## src/rtl/swp_pkg.sv

```systemverilog
// Package for the sliding-window percentile unit: window size, sorted
// positions, time word type, cell control and sequencer state types.
// No dependencies.
package swp_pkg;

   localparam int SAMPLE_COUNT = 120;
   localparam int TIME_W       = 16;

   // Sorted positions read for a report (floor(N*p/100)).
   localparam int MEDIAN_POS = SAMPLE_COUNT * 50 / 100;
   localparam int P95_POS    = SAMPLE_COUNT * 95 / 100;
   localparam int P99_POS    = SAMPLE_COUNT * 99 / 100;
   localparam int MAX_POS    = SAMPLE_COUNT - 1;

   typedef logic [TIME_W-1:0] time_type;

   localparam time_type TIME_ZERO = '0;
   localparam time_type TIME_TOP  = '1;

   localparam logic KIND_SAMPLE = 1'b0;
   localparam logic KIND_REPORT = 1'b1;

   typedef enum logic [1:0] {
      OP_HOLD,
      OP_DELETE,
      OP_INSERT
   } cell_op_type;

   typedef struct packed {
      cell_op_type op;
      time_type    key;
   } cell_ctrl_type;

   typedef enum logic [1:0] {
      ST_IDLE,
      ST_DELETE,
      ST_INSERT,
      ST_REPORT
   } seq_state_type;

endpackage

```

## src/rtl/swp_cell.sv

```systemverilog
// One cell of the window chain: an age slot (arrival order shift line)
// and a sorted slot (ordered list). Depends on swp_pkg.
module swp_cell (
   input  logic                  clock,
   input  logic                  reset,
   input  swp_pkg::cell_ctrl_type ctrl,
   input  swp_pkg::time_type     age_left,
   input  swp_pkg::time_type     sort_left,
   input  swp_pkg::time_type     sort_right,
   output swp_pkg::time_type     age_q,
   output swp_pkg::time_type     sort_q
);
   import swp_pkg::*;

   time_type age_ff, age_in;
   time_type sort_ff, sort_in;

   always_comb begin
      age_in  = age_ff;
      sort_in = sort_ff;
      case (ctrl.op)
         OP_DELETE: begin
            // cells at or past the first copy of key pull from the right
            if (sort_ff >= ctrl.key) begin
               sort_in = sort_right;
            end
         end
         OP_INSERT: begin
            age_in = age_left;
            if (sort_ff >= ctrl.key) begin
               sort_in = (sort_left < ctrl.key) ? ctrl.key : sort_left;
            end
         end
         default: begin
         end
      endcase
   end

   always_ff @(posedge clock) begin
      if (reset) begin
         age_ff  <= TIME_ZERO;
         sort_ff <= TIME_ZERO;
      end else begin
         age_ff  <= age_in;
         sort_ff <= sort_in;
      end
   end

   assign age_q  = age_ff;
   assign sort_q = sort_ff;

endmodule

```

## config.mk

```make
export PLATFORM = sky130hd
export DESIGN_NAME = swp_cell
export DESIGN_NICKNAME = d
export VERILOG_FILES = /design/src/rtl/swp_pkg.sv /design/src/rtl/swp_cell.sv
export SDC_FILE = /design/constraint.sdc
export NUM_CORES = 1
export LEC_CHECK = 0
export BUFFER_PORTS_ARGS = -buffer_cell sky130_fd_sc_hd__buf_2
export CORE_ASPECT_RATIO = 0.9
export CORE_MARGIN = 2
export CORE_UTILIZATION = 51
export DETAILED_ROUTE_END_ITERATION = 7
export PLACE_DENSITY = 0.85
export SLEW_MARGIN = 20
export SYNTH_ARGS = -nofsm -noshare
export SYNTH_HDL_FRONTEND = slang
export SYNTH_SLANG_ARGS = --single-unit
```

## constraint.sdc

```tcl
create_clock -name clock -period 3.75 [get_ports clock]
set_input_delay 0.1875 -clock clock [delete_from_list [all_inputs] [get_ports clock]]
set_output_delay 0.1875 -clock clock [all_outputs]
set_load 0.1 [all_outputs]
```

-- Yosys cells after proc, flatten, opt, wreduce, memory -nomap -nowiden
Index checks and enable logic that the tools add are counted.
Widths: inputs -> output; s select.
- register bits after elaboration: 32
- output and inout port bits: 32
- logic and storage cells: 14
- $lt $le $gt $ge: 2
- equality and inequality tests: 4
- muxes and demuxes: 4
- reductions and logical operators: 2
- operator list (cell ; count):
    $mux 16 ; 3
    $pmux 16 s2 ; 1
    $ge 16x16->1 ; 1
    $lt 16x16->1 ; 1
    $ne 2x2->1 const B ; 2
    $reduce_and 3->1 ; 1
    $eq 2x1->1 const B ; 1
    $eq 2x2->1 const B ; 1
    $reduce_bool 2->1 ; 1

-- Depth between registers and ports, before layout
- depth after elaboration: 4
- gate-level depth with buffers: 9

-- Least setup slack after synthesis
OpenSTA, ideal clock, no wires.
- kind: register to register
- from: register sort_ff[0], in the netlist sort_q[0]
- to: register sort_ff[13], in the netlist sort_q[13]
- arrival: 2.743 ns
- required time: 3.633 ns
- slack: 0.890 ns
- cell stages (with the launch flop): 10
- period minus slack after synthesis: 2.860 ns
- cell sequence: dfxtp_1 -> inv_1 -> ha_1 -> nand2b_1 -> a2111o_1 -> a31o_1 -> o211ai_4 -> buf_6 -> nor2_2 -> a32o_1
- word-level cells in the longest chain between the ends: 3
- ends and longest elaborated chain (item ; RTL line ; RTL):
    from (decl) ; swp_cell.sv:16 ; time_type sort_ff, sort_in;
    from (signal assigned) ; swp_cell.sv:45 ; sort_ff <= sort_in;
    $ge 16x16->1 * ; swp_cell.sv:24, swp_cell.sv:30 ;
    $ne 2x2->1 (no source line) ; n/a ;
    $reduce_and 3->1 (no source line) * ; n/a ;
Mark *: on every way between the ends. The rest lies on a longest branch, timed or not.
A chain may end at the register's enable or synchronous reset.

-- Worst setup path after layout
- from: register sort_ff[0], in the netlist sort_q[0]
- to: register sort_ff[4], in the netlist sort_q[4]
Same word-level chain as after synthesis.

==> results by group <==
Status
  • Outcome: complete, no violations

STA
  • Worst clock skew: 0.00396 ns
  • Finish-stage setup viols: 0
  • Final Slew Violations: 0
  • RSZ-0062 raised after global routing: false
  • Fmax: 395 MHz
  • Setup TNS: 0 ns
  • Slew @ Worst Pin: 0.794 ns
  • Final worst setup slack: 1.22 ns
  • Tmin final: 2.53 ns
  • Min Hold Slack: 0.132 ns
  • Slew HR: 0.471
  • Final Hold Viols: 0
  • Final cycle utilization of the critical path: 0.675

Synth
  • Leading post-synthesis cells by cell area: dfxtp_1, ha_1, nor2_1, o41ai_2, nand2_1
  • Number of synthesized flops with an enable pin: 0
  • Most instantiated cells after synthesis: nor2_1, nand2_1, dfxtp_1, ha_1, a21oi_1
  • Post-synth ARST share: 0
  • Post-Synth XOR/XNOR Area: 0.00403
  • Avg Cell Area, Syn: 7.91 µm²
  • Synth Net Count: 374
  • Compound-Gate Fraction of Synth Area: 0.214
  • Synth Area in Adders: 0.178
  • Synth Area in Simple Gates: 0.244
  • Seq/Total Area, Yosys: 0.294
  • Post-Synthesis Cells: 275
  • Netlist cell types: 34
  • Most used flip-flop cell after synthesis: dfxtp_1
  • Mapped Area: 2180 µm²
  • Mux contribution to synthesized area: 0.00460
  • Area share of the largest cell type after synthesis: 0.294
  • Post-synth top area cell: dfxtp_1
  • Top-count cell post-synth: nor2_1
  • Yosys Warn Count: 0
  • Largest family of logic cells by synthesized area: simple AND/OR/NAND/NOR gates
  • Flops & latches, synth: 32

CTS
  • # Post-CTS Setup Buffers: 0
  • Num CTS Buffers: 5
  • Worst-Skew Late Latency: 0.29 ns
  • Clock transition at path regs: 0.07 ns
  • Clock Sinks: 32
  • H-Tree Depth: 2
  • CTS Root Buffer Type: clkbuf_8
  • CTS tree: built
  • Clk buf depth: 2
  • Post-CTS sizing: 0
  • Post-CTS Hold Buffers: 0

Floorplanning
  • I/O pins: 100
  • Core area: 4100 µm²
  • Initial core utilization: 0.531
  • Die Wd: 72.9 µm
  • Die area: 4810 µm²
  • Die Y-Extent: 66.0 µm
  • Row cnt: 22

Finish
  • Layout cells sized above 1: 0.330
  • Layout Cells excl Fill: 418
  • Synth-to-Final Area Change: 28.1%
  • Area of the multi-input gates: 1410 µm²
  • Ant. Diodes: 0
  • FF+latch area: 641 µm²
  • Layout net count: 468
  • Number of fill cells: 366

Global routing
  • Vias in the first global route: 2177
  • First-pass GRT wire length: 9.78 mm
  • Initial antenna violation count: 0
  • GRT Residual Overflow: 0
  • Pin count of the biggest net entering global routing: 34
  • GRT Total Usage: 0.262

Routing
  • Routed Antenna Nets: 0
  • DR vias/cell: 5.55
  • Via Count: 2320
  • Final wirelength: 6.01 mm
  • Routed len/inst: 14.4 µm
  • Drt initial violations: 153
  • DRC: 0
  • First-pass DRT Iterations: 4

Hold path
  • Hold Path Class: primary input to register
  • Hold Crit Depth: 3

Critical path
  • Worst reg2reg path depth: 8
  • CP Capture Type: register
  • Crit start category: register
  • Critical path class: register to register
  • Maximum fanout along the worst path: 16
  • CP arrival: 2.72 ns
  • CP required: 3.94 ns

Power
  • Peak supply drop: 0.190 mV
  • Leakage: 1.46 nW
  • Power Density: 318 nW/µm²

Place
  • Final HPWL DP: 4.50 mm
  • Dpl ws: 1.30 ns
  • Cell count after placement: 410
  • GPL Wtd Cong: 0.844
  • Port buffer count: 99

Run
  • # Max-Cap Violations: 0
-- flip-flops by register name, indices dropped and copies added, names as in the netlist --
name	count
age_q	16
sort_q	16
-- critical path, cell delays in order, from the launching register on --
cell and delay (ns):
dfxtp_1 0.35, inv_1 0.05, ha_1 0.25, nand2b_1 0.14, a2111o_1 0.41, a31o_1 0.26
o21ai_2 0.63, nand3_1 0.24, o41ai_2 0.10
-- cell families after synthesis --
| family | after synthesis |
|---|---|
| buffers and inverters | 31 |
| multiplexers | 1 |
| AO/OA/AOI/OAI | 55 |
| adder cells (fa/ha/maj) | 31 |
| flip-flops | 32 |
| XOR/XNOR | 1 |
| AND/OR/NAND/NOR | 124 |
-- through the flow --
stage,util,power [mW],cell area [µm²]
finish,0.679,0.886,2790
floorplan,-,0.496,2180
global route,0.679,0.926,2790
CTS,0.679,0.887,2790
global placement,0.653,0.558,2680
detailed placement,0.653,0.563,2680
-- layout make-up --
class	instances	area share
Clock inverter	2	0.0126
Multi-Input combinational cell	212	0.505
Inverter	18	0.0242
Timing Repair Buffer	100	0.181
Clock buffer	6	0.0260
Tap cell	48	0.0216
Sequential cell	32	0.230
-- routing by layer --
metal	GRT usage	share of wire	vias up
li1	-	-	1157
met1	0.328	0.44	1068
met2	0.434	0.47	81
met3	0.0488	0.062	14
met4	0.118	0.024	0
met5	0	0	-
-- where the power goes --
group / switching (mW) / leakage, nW / internal [mW]
sequential: 0.00347 / 0.260 / 0.348
clock: 0.131 / 0.0552 / 0.197
combinational: 0.143 / 1.15 / 0.0644
total: 0.277 / 1.46 / 0.609
-- final timing paths --
path	to	slack (ns)	startpoint
worst max-delay path	sort_q[4]	1.22	sort_q[0]
worst min-delay path	age_q[5]	0.13	age_left[5]
worst max register to register	sort_q[4]	1.22	sort_q[0]
worst min register to register	age_q[8]	0.45	age_q[8]
-- cell usage in the layout (no fill, tap or decap), types with 2 or more instances in the layout --
cell type	netlist	final
a2111o_1	2	2
a21oi_1	25	25
buf_2	2	99
clkbuf_8	0	5
dfxtp_1	32	32
ha_1	31	31
inv_1	17	17
nand2_1	36	36
nand2b_1	4	4
nand3_1	21	21
nand4_1	8	8
nor2_1	49	49
nor3_1	4	4
o21ai_0	2	2
o41ai_1	5	5
o41ai_2	10	10
No activity file was read; power rests on OpenSTA's default activity.
